### src/design/pfx_pkg.sv
// shared types and constants for the postfix evaluator
package pfx_pkg;

  localparam int unsigned DataW = 32;
  localparam int unsigned StepW = $clog2(DataW);
  localparam int unsigned StackDepthDefault = 32;

  localparam logic [7:0] SymAdd = 8'd43;
  localparam logic [7:0] SymSub = 8'd45;
  localparam logic [7:0] SymMul = 8'd42;
  localparam logic [7:0] SymDiv = 8'd47;
  localparam logic [DataW-1:0] DigitBase = DataW'(48);

  localparam logic [2:0] StatusOk        = 3'd0;
  localparam logic [2:0] StatusUnderflow = 3'd1;
  localparam logic [2:0] StatusOverflow  = 3'd2;
  localparam logic [2:0] StatusDivZero   = 3'd3;
  localparam logic [2:0] StatusLeftover  = 3'd4;

  typedef enum logic [1:0] {
    OP_ADD,
    OP_SUB,
    OP_MUL,
    OP_DIV
  } op_e;

  typedef enum logic [1:0] {
    ST_IDLE,
    ST_EXEC,
    ST_EMIT
  } state_e;

  typedef struct packed {
    logic             start;
    op_e              op;
    logic [DataW-1:0] lhs;
    logic [DataW-1:0] rhs;
  } alu_req_t;

  typedef struct packed {
    logic             done;
    logic [DataW-1:0] result;
  } alu_rsp_t;

endpackage

### src/design/pfx_in_if.sv
// input channel: one expression symbol per item
interface pfx_in_if;
  logic       valid;
  logic       ready;
  logic [7:0] symbol;
  logic       last_symbol;

  modport source (output valid, output symbol, output last_symbol, input ready);
  modport sink   (input valid, input symbol, input last_symbol, output ready);
endinterface

### src/design/pfx_out_if.sv
// output channel: one result item per expression
interface pfx_out_if;
  logic               valid;
  logic               ready;
  logic signed [31:0] result_value;
  logic [2:0]         status;

  modport source (output valid, output result_value, output status, input ready);
  modport sink   (input valid, input result_value, input status, output ready);
endinterface

### src/design/pfx_serial_alu.sv
// digit-serial arithmetic unit: one bit of the operands per cycle
module pfx_serial_alu (
  input  logic              clk_i,
  input  logic              rst_ni,
  input  pfx_pkg::alu_req_t req_i,
  output pfx_pkg::alu_rsp_t rsp_o
);

  localparam int unsigned W = pfx_pkg::DataW;

  logic                        busy_q;
  logic                        fin_q;
  logic [pfx_pkg::StepW-1:0]   step_q;
  pfx_pkg::op_e                op_q;
  logic [W-1:0]                a_q, a_d;
  logic [W-1:0]                b_q, b_d;
  logic [W-1:0]                acc_q, acc_d;
  logic                        carry_q, carry_d;
  logic                        neg_q;

  logic                        sum_bit;
  logic                        rhs_bit;
  logic [W:0]                  shifted;
  logic [W:0]                  diff;
  logic                        fits;

  // serial add / subtract on the low bits
  assign rhs_bit = b_q[0] ^ (op_q == pfx_pkg::OP_SUB);
  assign sum_bit = a_q[0] ^ rhs_bit ^ carry_q;
  // restoring division step
  assign shifted = {acc_q, a_q[W-1]};
  assign diff    = shifted - {1'b0, b_q};
  assign fits    = ~diff[W];

  always_comb begin
    a_d     = a_q;
    b_d     = b_q;
    acc_d   = acc_q;
    carry_d = carry_q;
    unique case (op_q)
      pfx_pkg::OP_ADD, pfx_pkg::OP_SUB: begin
        acc_d   = {sum_bit, acc_q[W-1:1]};
        carry_d = (a_q[0] & rhs_bit) | (a_q[0] & carry_q) | (rhs_bit & carry_q);
        a_d     = a_q >> 1;
        b_d     = b_q >> 1;
      end
      pfx_pkg::OP_MUL: begin
        acc_d = acc_q + (b_q[0] ? a_q : '0);
        a_d   = a_q << 1;
        b_d   = b_q >> 1;
      end
      pfx_pkg::OP_DIV: begin
        acc_d = fits ? diff[W-1:0] : shifted[W-1:0];
        a_d   = {a_q[W-2:0], fits};
      end
      default: ;
    endcase
  end

  always_ff @(posedge clk_i or negedge rst_ni) begin
    if (!rst_ni) begin
      busy_q <= 1'b0;
      fin_q  <= 1'b0;
      step_q <= '0;
    end else begin
      fin_q <= 1'b0;
      if (req_i.start) begin
        busy_q <= 1'b1;
        step_q <= '0;
      end else if (busy_q) begin
        step_q <= step_q + 1'b1;
        if (step_q == pfx_pkg::StepW'(W - 1)) begin
          busy_q <= 1'b0;
          fin_q  <= 1'b1;
        end
      end
    end
  end

  always_ff @(posedge clk_i) begin
    if (req_i.start) begin
      op_q    <= req_i.op;
      acc_q   <= '0;
      carry_q <= (req_i.op == pfx_pkg::OP_SUB);
      neg_q   <= req_i.lhs[W-1] ^ req_i.rhs[W-1];
      if (req_i.op == pfx_pkg::OP_DIV) begin
        // magnitudes in, sign restored at the end
        a_q <= req_i.lhs[W-1] ? W'(-req_i.lhs) : req_i.lhs;
        b_q <= req_i.rhs[W-1] ? W'(-req_i.rhs) : req_i.rhs;
      end else begin
        a_q <= req_i.lhs;
        b_q <= req_i.rhs;
      end
    end else if (busy_q) begin
      a_q     <= a_d;
      b_q     <= b_d;
      acc_q   <= acc_d;
      carry_q <= carry_d;
    end
  end

  always_comb begin
    rsp_o.done = fin_q;
    if (op_q == pfx_pkg::OP_DIV) begin
      rsp_o.result = neg_q ? W'(-a_q) : a_q;
    end else begin
      rsp_o.result = acc_q;
    end
  end

endmodule

### src/design/postfix_expression_evaluator.sv
// postfix expression evaluator: value stack with a digit-serial arithmetic unit
//
//   channel  | direction | payload                  | handshake
//   in_if    | sink      | symbol, last_symbol      | valid / ready
//   out_if   | source    | result_value, status     | valid / ready
//
// a pushed byte, an ignored symbol or an operator that fails its checks is taken in the idle state;
// an operator that runs goes through the bit-serial unit
// (load, 32 bit steps, write-back)
// the last item of an expression then passes through the emit state to build the result item
// rst_ni clears stack count, error and handshake state; stack memory is left as is
// a waiting result does not hold up the next expression until its own last item
module postfix_expression_evaluator #(
  parameter int unsigned STACK_DEPTH = pfx_pkg::StackDepthDefault
) (
  input  logic         clk_i,
  input  logic         rst_ni,
  pfx_in_if.sink       in_if,
  pfx_out_if.source    out_if
);

  localparam int unsigned W   = pfx_pkg::DataW;
  localparam int unsigned AW  = (STACK_DEPTH > 1) ? $clog2(STACK_DEPTH) : 1;
  localparam int unsigned CW  = $clog2(STACK_DEPTH + 1);

  // top two values in registers, the rest in memory below them
  logic [W-1:0] stack_mem [STACK_DEPTH];

  pfx_pkg::state_e state_q, state_d;
  logic [CW-1:0]   count_q, count_d;
  logic [2:0]      err_q, err_d;
  logic [W-1:0]    tos_q, tos_d;
  logic [W-1:0]    nos_q, nos_d;
  logic [W-1:0]    rd_q;
  logic            last_q, last_d;
  logic            out_valid_q, out_valid_d;
  logic [W-1:0]    out_value_q, out_value_d;
  logic [2:0]      out_status_q, out_status_d;

  logic            accept;
  logic            is_op;
  pfx_pkg::op_e    op;
  logic [W-1:0]    push_val;
  logic            start_op;
  logic            emit_now;
  logic            mem_we;
  logic            mem_re;
  logic [CW-1:0]   wr_idx;
  logic [CW-1:0]   rd_idx;

  pfx_pkg::alu_req_t alu_req;
  pfx_pkg::alu_rsp_t alu_rsp;

  assign accept = in_if.valid & in_if.ready;

  // symbol decode
  always_comb begin
    is_op = 1'b1;
    op    = pfx_pkg::OP_ADD;
    unique case (in_if.symbol)
      pfx_pkg::SymAdd: op = pfx_pkg::OP_ADD;
      pfx_pkg::SymSub: op = pfx_pkg::OP_SUB;
      pfx_pkg::SymMul: op = pfx_pkg::OP_MUL;
      pfx_pkg::SymDiv: op = pfx_pkg::OP_DIV;
      default:         is_op = 1'b0;
    endcase
  end

  assign push_val = W'(in_if.symbol) - pfx_pkg::DigitBase;

  assign start_op = accept && (err_q == pfx_pkg::StatusOk) && is_op
                 && (count_q >= CW'(2))
                 && !((op == pfx_pkg::OP_DIV) && (tos_q == '0));

  assign emit_now = (state_q == pfx_pkg::ST_EMIT) && (!out_valid_q || out_if.ready);

  // spill / refill between registers and memory
  assign wr_idx = count_q - CW'(2);
  assign rd_idx = count_q - CW'(3);
  assign mem_we = accept && (err_q == pfx_pkg::StatusOk) && !is_op
               && (count_q < CW'(STACK_DEPTH)) && (count_q >= CW'(2));
  assign mem_re = start_op && (count_q >= CW'(3));

  assign alu_req.start = start_op;
  assign alu_req.op    = op;
  assign alu_req.lhs   = nos_q;
  assign alu_req.rhs   = tos_q;

  pfx_serial_alu u_alu (
    .clk_i  (clk_i),
    .rst_ni (rst_ni),
    .req_i  (alu_req),
    .rsp_o  (alu_rsp)
  );

  // next state
  always_comb begin
    state_d = state_q;
    unique case (state_q)
      pfx_pkg::ST_IDLE: begin
        if (start_op) begin
          state_d = pfx_pkg::ST_EXEC;
        end else if (accept && in_if.last_symbol) begin
          state_d = pfx_pkg::ST_EMIT;
        end
      end
      pfx_pkg::ST_EXEC: begin
        if (alu_rsp.done) begin
          state_d = last_q ? pfx_pkg::ST_EMIT : pfx_pkg::ST_IDLE;
        end
      end
      pfx_pkg::ST_EMIT: begin
        if (emit_now) begin
          state_d = pfx_pkg::ST_IDLE;
        end
      end
      default: state_d = pfx_pkg::ST_IDLE;
    endcase
  end

  // datapath and handshake outputs
  always_comb begin
    count_d      = count_q;
    err_d        = err_q;
    tos_d        = tos_q;
    nos_d        = nos_q;
    last_d       = last_q;
    out_valid_d  = out_valid_q && !out_if.ready;
    out_value_d  = out_value_q;
    out_status_d = out_status_q;
    in_if.ready  = (state_q == pfx_pkg::ST_IDLE);

    unique case (state_q)
      pfx_pkg::ST_IDLE: begin
        if (accept && (err_q == pfx_pkg::StatusOk)) begin
          last_d = in_if.last_symbol;
          if (is_op) begin
            if (count_q < CW'(2)) begin
              err_d = pfx_pkg::StatusUnderflow;
            end else if ((op == pfx_pkg::OP_DIV) && (tos_q == '0)) begin
              err_d = pfx_pkg::StatusDivZero;
            end
          end else if (count_q >= CW'(STACK_DEPTH)) begin
            err_d = pfx_pkg::StatusOverflow;
          end else begin
            nos_d   = tos_q;
            tos_d   = push_val;
            count_d = count_q + 1'b1;
          end
        end
      end
      pfx_pkg::ST_EXEC: begin
        if (alu_rsp.done) begin
          // two popped, one pushed
          tos_d   = alu_rsp.result;
          count_d = count_q - 1'b1;
          if (count_q >= CW'(3)) begin
            nos_d = rd_q;
          end
        end
      end
      pfx_pkg::ST_EMIT: begin
        if (emit_now) begin
          out_valid_d = 1'b1;
          out_value_d = '0;
          priority if (err_q != pfx_pkg::StatusOk) begin
            out_status_d = err_q;
          end else if (count_q == '0) begin
            out_status_d = pfx_pkg::StatusUnderflow;
          end else if (count_q > CW'(1)) begin
            out_status_d = pfx_pkg::StatusLeftover;
          end else begin
            out_status_d = pfx_pkg::StatusOk;
            out_value_d  = tos_q;
          end
          count_d = '0;
          err_d   = pfx_pkg::StatusOk;
        end
      end
      default: ;
    endcase
  end

  assign out_if.valid        = out_valid_q;
  assign out_if.result_value = out_value_q;
  assign out_if.status       = out_status_q;

  always_ff @(posedge clk_i or negedge rst_ni) begin
    if (!rst_ni) begin
      state_q     <= pfx_pkg::ST_IDLE;
      count_q     <= '0;
      err_q       <= pfx_pkg::StatusOk;
      out_valid_q <= 1'b0;
    end else begin
      state_q     <= state_d;
      count_q     <= count_d;
      err_q       <= err_d;
      out_valid_q <= out_valid_d;
    end
  end

  always_ff @(posedge clk_i) begin
    tos_q        <= tos_d;
    nos_q        <= nos_d;
    last_q       <= last_d;
    out_value_q  <= out_value_d;
    out_status_q <= out_status_d;
  end

  // value stack memory, one write and one registered read port
  always_ff @(posedge clk_i) begin
    if (mem_we) begin
      stack_mem[wr_idx[AW-1:0]] <= nos_q;
    end
    if (mem_re) begin
      rd_q <= stack_mem[rd_idx[AW-1:0]];
    end
  end

endmodule
### src/flat_wrapper.sv
// flat-port wrapper written by rule: the top's interface ports become plain ports
module postfix_expression_evaluator_flat 
#(
  parameter int unsigned STACK_DEPTH = pfx_pkg::StackDepthDefault
)
  (clk_i, rst_ni, in_if_valid, in_if_symbol, in_if_last_symbol, in_if_ready, out_if_valid, out_if_result_value, out_if_status, out_if_ready);
  pfx_in_if in_if_i ();
  pfx_out_if out_if_i ();
  input  logic clk_i;
  input  logic rst_ni;
  input wire logic [$bits(in_if_i.valid)-1:0] in_if_valid;
  input wire logic [$bits(in_if_i.symbol)-1:0] in_if_symbol;
  input wire logic [$bits(in_if_i.last_symbol)-1:0] in_if_last_symbol;
  output wire logic [$bits(in_if_i.ready)-1:0] in_if_ready;
  output wire logic [$bits(out_if_i.valid)-1:0] out_if_valid;
  output wire logic [$bits(out_if_i.result_value)-1:0] out_if_result_value;
  output wire logic [$bits(out_if_i.status)-1:0] out_if_status;
  input wire logic [$bits(out_if_i.ready)-1:0] out_if_ready;
  assign in_if_i.valid = in_if_valid;
  assign in_if_i.symbol = in_if_symbol;
  assign in_if_i.last_symbol = in_if_last_symbol;
  assign in_if_ready = in_if_i.ready;
  assign out_if_valid = out_if_i.valid;
  assign out_if_result_value = out_if_i.result_value;
  assign out_if_status = out_if_i.status;
  assign out_if_i.ready = out_if_ready;
  postfix_expression_evaluator #(.STACK_DEPTH(STACK_DEPTH)) u_core (.clk_i(clk_i), .rst_ni(rst_ni), .in_if(in_if_i), .out_if(out_if_i));
endmodule
### config.mk
export PLATFORM = sky130hd
export DESIGN_NAME = postfix_expression_evaluator_flat
export DESIGN_NICKNAME = d
export VERILOG_FILES = /design/src/design/pfx_pkg.sv /design/src/design/pfx_in_if.sv /design/src/design/pfx_out_if.sv /design/src/design/pfx_serial_alu.sv /design/src/design/postfix_expression_evaluator.sv /design/src/flat_wrapper.sv
export SDC_FILE = /design/constraint.sdc
export NUM_CORES = 2
export LEC_CHECK = 0
export ABC_AREA = 1
export BUFFER_PORTS_ARGS = -buffer_cell sky130_fd_sc_hd__buf_2
export CAP_MARGIN = 25
export CORE_ASPECT_RATIO = 1.1
export CORE_MARGIN = 5
export CORE_UTILIZATION = 50
export CTS_BUF_LIST = sky130_fd_sc_hd__clkbuf_16
export DETAILED_ROUTE_END_ITERATION = 12
export PLACE_DENSITY = 0.67
export SETUP_SLACK_MARGIN = 0.1
export SLEW_MARGIN = 25
export SYNTH_ARGS = -nofsm -noshare
export SYNTH_HDL_FRONTEND = slang
export SYNTH_SLANG_ARGS = --single-unit
### constraint.sdc
create_clock -name clk_i -period 4.9 [get_ports clk_i]
set_input_delay 1.225 -clock clk_i [delete_from_list [all_inputs] [get_ports clk_i]]
set_output_delay 1.225 -clock clk_i [all_outputs]
set_load 0.005 [all_outputs]
; ---- Yosys cells after proc, flatten, opt, wreduce, memory -nomap -nowiden
; Memory sizes are Yosys's and may differ from the RTL's. A register that Yosys moved wholly into a read port is not among the register bits.
; Index checks and enable logic that the tools add are counted.
[classes]
n_eq_ne = 21
mux = 65
magnitude_cmp = 6
n_bitwise = 11
reduce_logical = 42
addsub = 11
[ops]
columns = op, n
row1 = $mux W32, 22
row2 = $pmux W32 S3, 2
row3 = $pmux W32 S2, 2
row4 = $neg A32 Y32, 3
row5 = $sub A33 B32 Y33, 1
row6 = $add A32 B32 Y32, 1
row7 = $eq A8 B6 Y1 const B, 4
row8 = $logic_not A32 Y1, 1
row9 = $mux W6, 5
row10 = $mux W3, 9
row11 = $pmux W6 S3, 1
row12 = $mux W1, 14
row13 = $ge A6 B2 Y1 const B, 2
row14 = $logic_and A1 B1 Y1, 12
row15 = $pmux W2 S3, 2
row16 = $reduce_and A6 Y1, 2
row17 = $mux W2, 5
row18 = $mux W5, 2
row19 = $reduce_and A5 Y1, 2
row20 = $reduce_bool A2 Y1, 5
row21 = $sub A5 B2 Y5 const B, 2
row22 = $sub A8 B6 Y9 const B, 1
row23 = $eq A2 B2 Y1 const B, 4
row24 = $ne A2 B2 Y1 const B, 4
row25 = 28 further kinds, 48
[totals]
output_inout_bits = 37
memories = 1
reg_bits = 219
word_cells = 175
mem_bits_rw = 1024
[mem_list]
columns = memory, depth, width, read_ports, rd_ports_with_merged_regs, wr, line
row1 = u_core.stack_mem, 32, 32, 1, 1, 1, postfix_expression_evaluator.sv:27  ; logic [W-1:0] stack_mem [STACK_DEPTH];

; ---- Depth between registers and ports, before layout
[logic_depth]
depth_word = 9
depth_mapped = 20

; ---- Hierarchy
; A second synthesis with hierarchy kept.
[unflattened]
cells_unflattened = 5789
hier_area_um2 = 59513.3
[by_module_without_submodules]
columns = module, cells_each, area_each_um2, seq_area_each_um2, instances
row1 = postfix_expression_evaluator, 3459, 46059.2, 34988.6, 1
row2 = pfx_serial_alu, 2330, 13454.2, 2857.7, 1

; ---- Worst setup path before layout
; OpenSTA, ideal clock, no wires.
[synth_path]
path_kind = input-to-reg
start = input port in_if_symbol[4]
end = register u_core.nos_q[0], enable pin
arrival_ns = 4.580
t_required_ns = 4.509
setup_slack_ns = -0.071
setup_ns = 0.391
path_buffers = 0
path_stages = 10
path_cell_list = inv_1 > ha_1 > nand2_1 > nor2_2 > nand2_2 > nand3_2 > nor2_1 > nand2_1 > a21oi_1 > o21a_1
[synth_via]
elab_chain_len = 5
elab_cells_between_ends = 8
cone_classes = 5 x eq/ne / 1 x mux / 2 x reduce/logical
[synth_lines]
columns = element, line
row1 = from (decl), flat_wrapper.sv:12  ; input wire logic [$bits(in_if_i.symbol)-1:0] in_if_symbol;
row2 = $eq A8 B6 Y1, postfix_expression_evaluator.sv:60  ; unique case (in_if.symbol)
row3 = $reduce_or A4 Y1 (no line) *, n/a
row4 = $mux W1 *, postfix_expression_evaluator.sv:60
row5 = $ne A2 B2 Y1 (no line) *, n/a
row6 = $reduce_and A6 Y1 (no line) *, n/a
row7 = to (signal assigned), postfix_expression_evaluator.sv:204  ; nos_q <= nos_d;
row8 = to (decl), postfix_expression_evaluator.sv:33  ; logic [W-1:0] nos_q, nos_d;
; Mark *: on every way between the ends. The rest lies on a longest branch, timed or not.
; A chain may end at the register's enable or synchronous reset.

; ---- Final worst setup path
[layout_path]
start = register u_core.count_q[0]
end = register u_core.rd_q[21], read port of u_core.stack_mem (data pin)
[layout_via]
elab_chain_len = 4
elab_cells_between_ends = 6
cone_classes = 1 x add/sub / 2 x order compare / 3 x reduce/logical
[layout_lines]
columns = element, line
row1 = from (decl), postfix_expression_evaluator.sv:30  ; logic [CW-1:0] count_q, count_d;
row2 = from (signal assigned), postfix_expression_evaluator.sv:196  ; count_q <= count_d;
row3 = $ge A6 B2 Y1, postfix_expression_evaluator.sv:72  ; && (count_q >= CW'(2))
row4 = $logic_and A1 B1 Y1, postfix_expression_evaluator.sv:72
row5 = $logic_and A1 B1 Y1, postfix_expression_evaluator.sv:73  ; && !((op == pfx_pkg::OP_DIV) && (tos_q == '0));
row6 = $logic_and A1 B1 Y1, postfix_expression_evaluator.sv:82  ; assign mem_re = start_op && (count_q >= CW'(3));
row7 = to (decl), postfix_expression_evaluator.sv:34  ; logic [W-1:0] rd_q;
; Parallel ways exist; a longest one is shown, timed or not.

==> flow_metrics.tcl <==
set metrics [dict create \
    status "finished, final reports clean" \
    portBuffers 49 \
    reg2reg_depth 9 \
    ios 50 \
    path_clk_slew_ps 60 \
    start_util_pct 50.2 \
    drt-initial-drc-count 5507 \
    fmax_mhz 287 \
    crit_path_cell_trace "inv_8 > ha_4 > inv_6 > buf_12 > buf_4 > o21ai_0 > o221ai_1 > a31oi_1 > a32oi_1" \
    dieArea_mm2 0.125 \
    fin_crit_sh_pct 71.0 \
    ctsHoldBuffers 0 \
    place_hpwl_um 116000 \
    critPathCapture "u_core.rd_q[21]$_DFFE_PP_" \
    die_h_um 370 \
    rows 132 \
    yosysUniqueCellTypes 56 \
    cpMaxStageDelayCell "dfrtp_4" \
    grt_pass1_wl_um 264000 \
    critPathMaxFanout 77 \
    cts_resized 0 \
    worst_pin_slew_ps 1080 \
    finalHoldViolCount 0 \
    drtAntennaViolNets 0 \
    synth_nets 5681 \
    rsz0062_at_grt "no" \
    async_flop_share_pct 1.41 \
    track_usage_pct 28.1 \
    vias 44000 \
    p_leak_nw 23.9 \
    synthToLayoutAreaGrowth_pct 11.4 \
    synthCells 5582 \
    vdd_drop_max_mv 0.462 \
    drc 0 \
    synth_seq_area_share_pct 64.3 \
    r2r-start "u_core.count_q[0]$_DFFE_PN0P_" \
    hold_class "in2async" \
    final_layout_size_suffix_gt1_share_pct 7.99 \
    vias_per_cell 6.08 \
    drv_cap 0 \
    clock_latency_ps 770 \
    globalRouteOverflowTotal 0 \
    fin_skew_ps 32.1 \
    final_max_slew_viol_count 0 \
    worstPathRequired_ps 5410 \
    antenna_found_initial 4 \
    avgSynthCellArea_um2 10.5 \
    maxSlewHeadroom_pct 28.3 \
    ys_warn_count 0 \
    crit_path_start_kind "flip-flop" \
    synthFlopType "edfxtp_1" \
    cts_tree "yes" \
    synth_edf_count 1224 \
    r2r_slack_ps 1420 \
    timing.rr.end "u_core.rd_q[21]$_DFFE_PP_" \
    drt-pass1-iter-count 8 \
    grt_max_degree 202 \
    nNetsFinal 5696 \
    grt_pass1_vias 41200 \
    worstSetupStartpoint "u_core.count_q[0]$_DFFE_PN0P_" \
    routabilityCongestion 0.966 \
    cts_post_setup_buffers_inserted 0 \
    cts_buffers 131 \
    clockRootBuffer "clkbuf_16" \
    critPathKind "reg2reg" \
    wl_um 179000 \
    fin_tns_setup_ps 0 \
    post-route-util_pct 55.9 \
    cts.sinks 1274 \
    p_per_area_mw_per_mm2 638 \
    endpoint_kind "flip-flop" \
    cp_data_arrival_time_ps 3990 \
    ys_ff_latch 1274 \
    syn-cell-area_mm2 0.0588 \
    finalCriticalPeriod_ps 3480 \
    setup-violations-final 0 \
    max_stage_delay_ps 520 \
    n_antenna_cell 0 \
    cts_max_path_buffers 3 \
    htreeDepth 4 \
    dieWidth_um 337 \
    core_mm2 0.117 \
    wire_per_inst_um 24.8 \
]
## registers in the layout, summed over array words and instances, names as in the netlist
signal	cells
u_core.nos_q	32
u_core.out_if.result_value	32
u_core.u_alu.acc_q	32
u_core.stack_mem	1024
u_core.rd_q	32
u_core.u_alu.neg_q	1
u_core.err_q	2
u_core.out_if.status	3
u_core.count_q	6
u_core.u_alu.carry_q	1
u_core.tos_q	32
u_core.u_alu.busy_q	1
u_core.u_alu.fin_q	1
u_core.u_alu.step_q	5
u_core.last_q	1
u_core.state_q	2
u_core.out_if.valid	1
u_core.u_alu.a_q	32
u_core.u_alu.op_q	2
u_core.u_alu.b_q	32
## layout make-up
cell class                 count  area (um2)
clock buffer                 133        3330
clock inverter                97         757
fill                        9946       51700
inverter                     463        1760
multi-input combinational   3539       18200
sequential                  1274       37900
tap                         1541        1930
timing repair buffer         188        1690
## report_power, final
| part | internal [W] | leakage [nW] | switching (W) |
|---|---|---|---|
| clock | 0.00529 | 2.11 | 0.00423 |
| sequential | 0.0140 | 11.6 | 0.000798 |
| combinational | 0.00456 | 10.2 | 0.0129 |
## metal layers
metal,share of wire (%),vias up,GRT usage [%],routed length (um)
li1,-,19800,-,-
met1,40,21500,38.9,71700
met2,47,2279,44.7,83300
met3,8.9,341,4.58,15900
met4,4.5,0,11.8,8150
met5,0,-,0,0
## worst max-delay path: cells and delay by family, from the launching register on
family,cells,cell delay (ps)
buffers and inverters,4,1350
AO/OA/AOI/OAI,4,920
flip-flops,1,520
adder cells (fa/ha/maj),1,310
## Yosys cell counts (all sizes together) (17+ instances only)
cell / number / area, um2
nor2: 861 / 3240
nand2: 838 / 3180
buf: 93 / 548
nand3: 231 / 1170
edfxtp: 1224 / 36800
xor2: 68 / 611
dfrtp: 18 / 450
xnor2: 17 / 149
clkbuf: 213 / 800
o21ai: 793 / 3980
ha: 83 / 1040
dfxtp: 32 / 641
o221ai: 196 / 1720
a32oi: 32 / 280
inv: 461 / 1730
o22ai: 72 / 450
o211ai: 20 / 150
a21oi: 162 / 822
a31oi: 38 / 238
nand4: 26 / 163
nor3: 36 / 211
## cell usage in the layout (no fill, tap or decap), types with 24 or more instances in the layout
master / count
a21oi_1: 156
a31oi_1: 38
a32oi_1: 32
buf_12: 32
buf_2: 49
buf_4: 107
clkbuf_16: 133
clkinv_2: 24
dfxtp_1: 32
edfxtp_1: 1224
ha_1: 81
inv_1: 478
nand2_1: 830
nand3_1: 229
nand4_1: 26
nor2_1: 823
nor2_4: 33
nor3_1: 31
o21ai_0: 717
o21ai_1: 73
o221ai_1: 196
o22ai_1: 72
xor2_1: 66
## how the worst min path moves through the flow
stage | to | startpoint | slack, ps | cells past startpoint
finish | u_core.state_q[0]$_DFFE_PN0P_ | rst_ni | 420 | 1
floorplan | u_core.err_q[1]$_DFFE_PN0P_ | u_core.err_q[1]$_DFFE_PN0P_ | 470 | 2
detailed placement | u_core.nos_q[12]$_DFFE_PP_ | u_core.rd_q[12]$_DFFE_PP_ | 520 | 2
global placement | u_core.err_q[0]$_DFFE_PN0P_ | u_core.err_q[0]$_DFFE_PN0P_ | 500 | 2
CTS | u_core.count_q[2]$_DFFE_PN0P_ | rst_ni | 410 | 1
global route | u_core.state_q[0]$_DFFE_PN0P_ | rst_ni | 450 | 1
## kinds of logic (layout without fill, tap and decap cells)
logic type / count (synthesis) / after routing / synth area share, %
simple gates: 2027 / 2027 / 13.9
compound gates: 1341 / 1341 / 13.4
flops: 1274 / 1274 / 64.3
buf+inv: 769 / 881 / 5.24
fa+ha+maj: 86 / 86 / 1.87
xor+xnor: 85 / 85 / 1.29
## metrics by stage
step	setup WS, ps	cell area, um2	hold slack (ps)	total power, W	cells
after floorplan	494	58800	473	0.0251	5582
after global placement	1160	61500	505	0.0319	7005
after detailed placement	1120	61500	517	0.0321	7005
after CTS	1510	65600	406	0.0416	7235
after global routing	1220	65600	446	0.0437	7235
final	1420	65600	425	0.0418	7235
(Power assumes the default switching activity.)
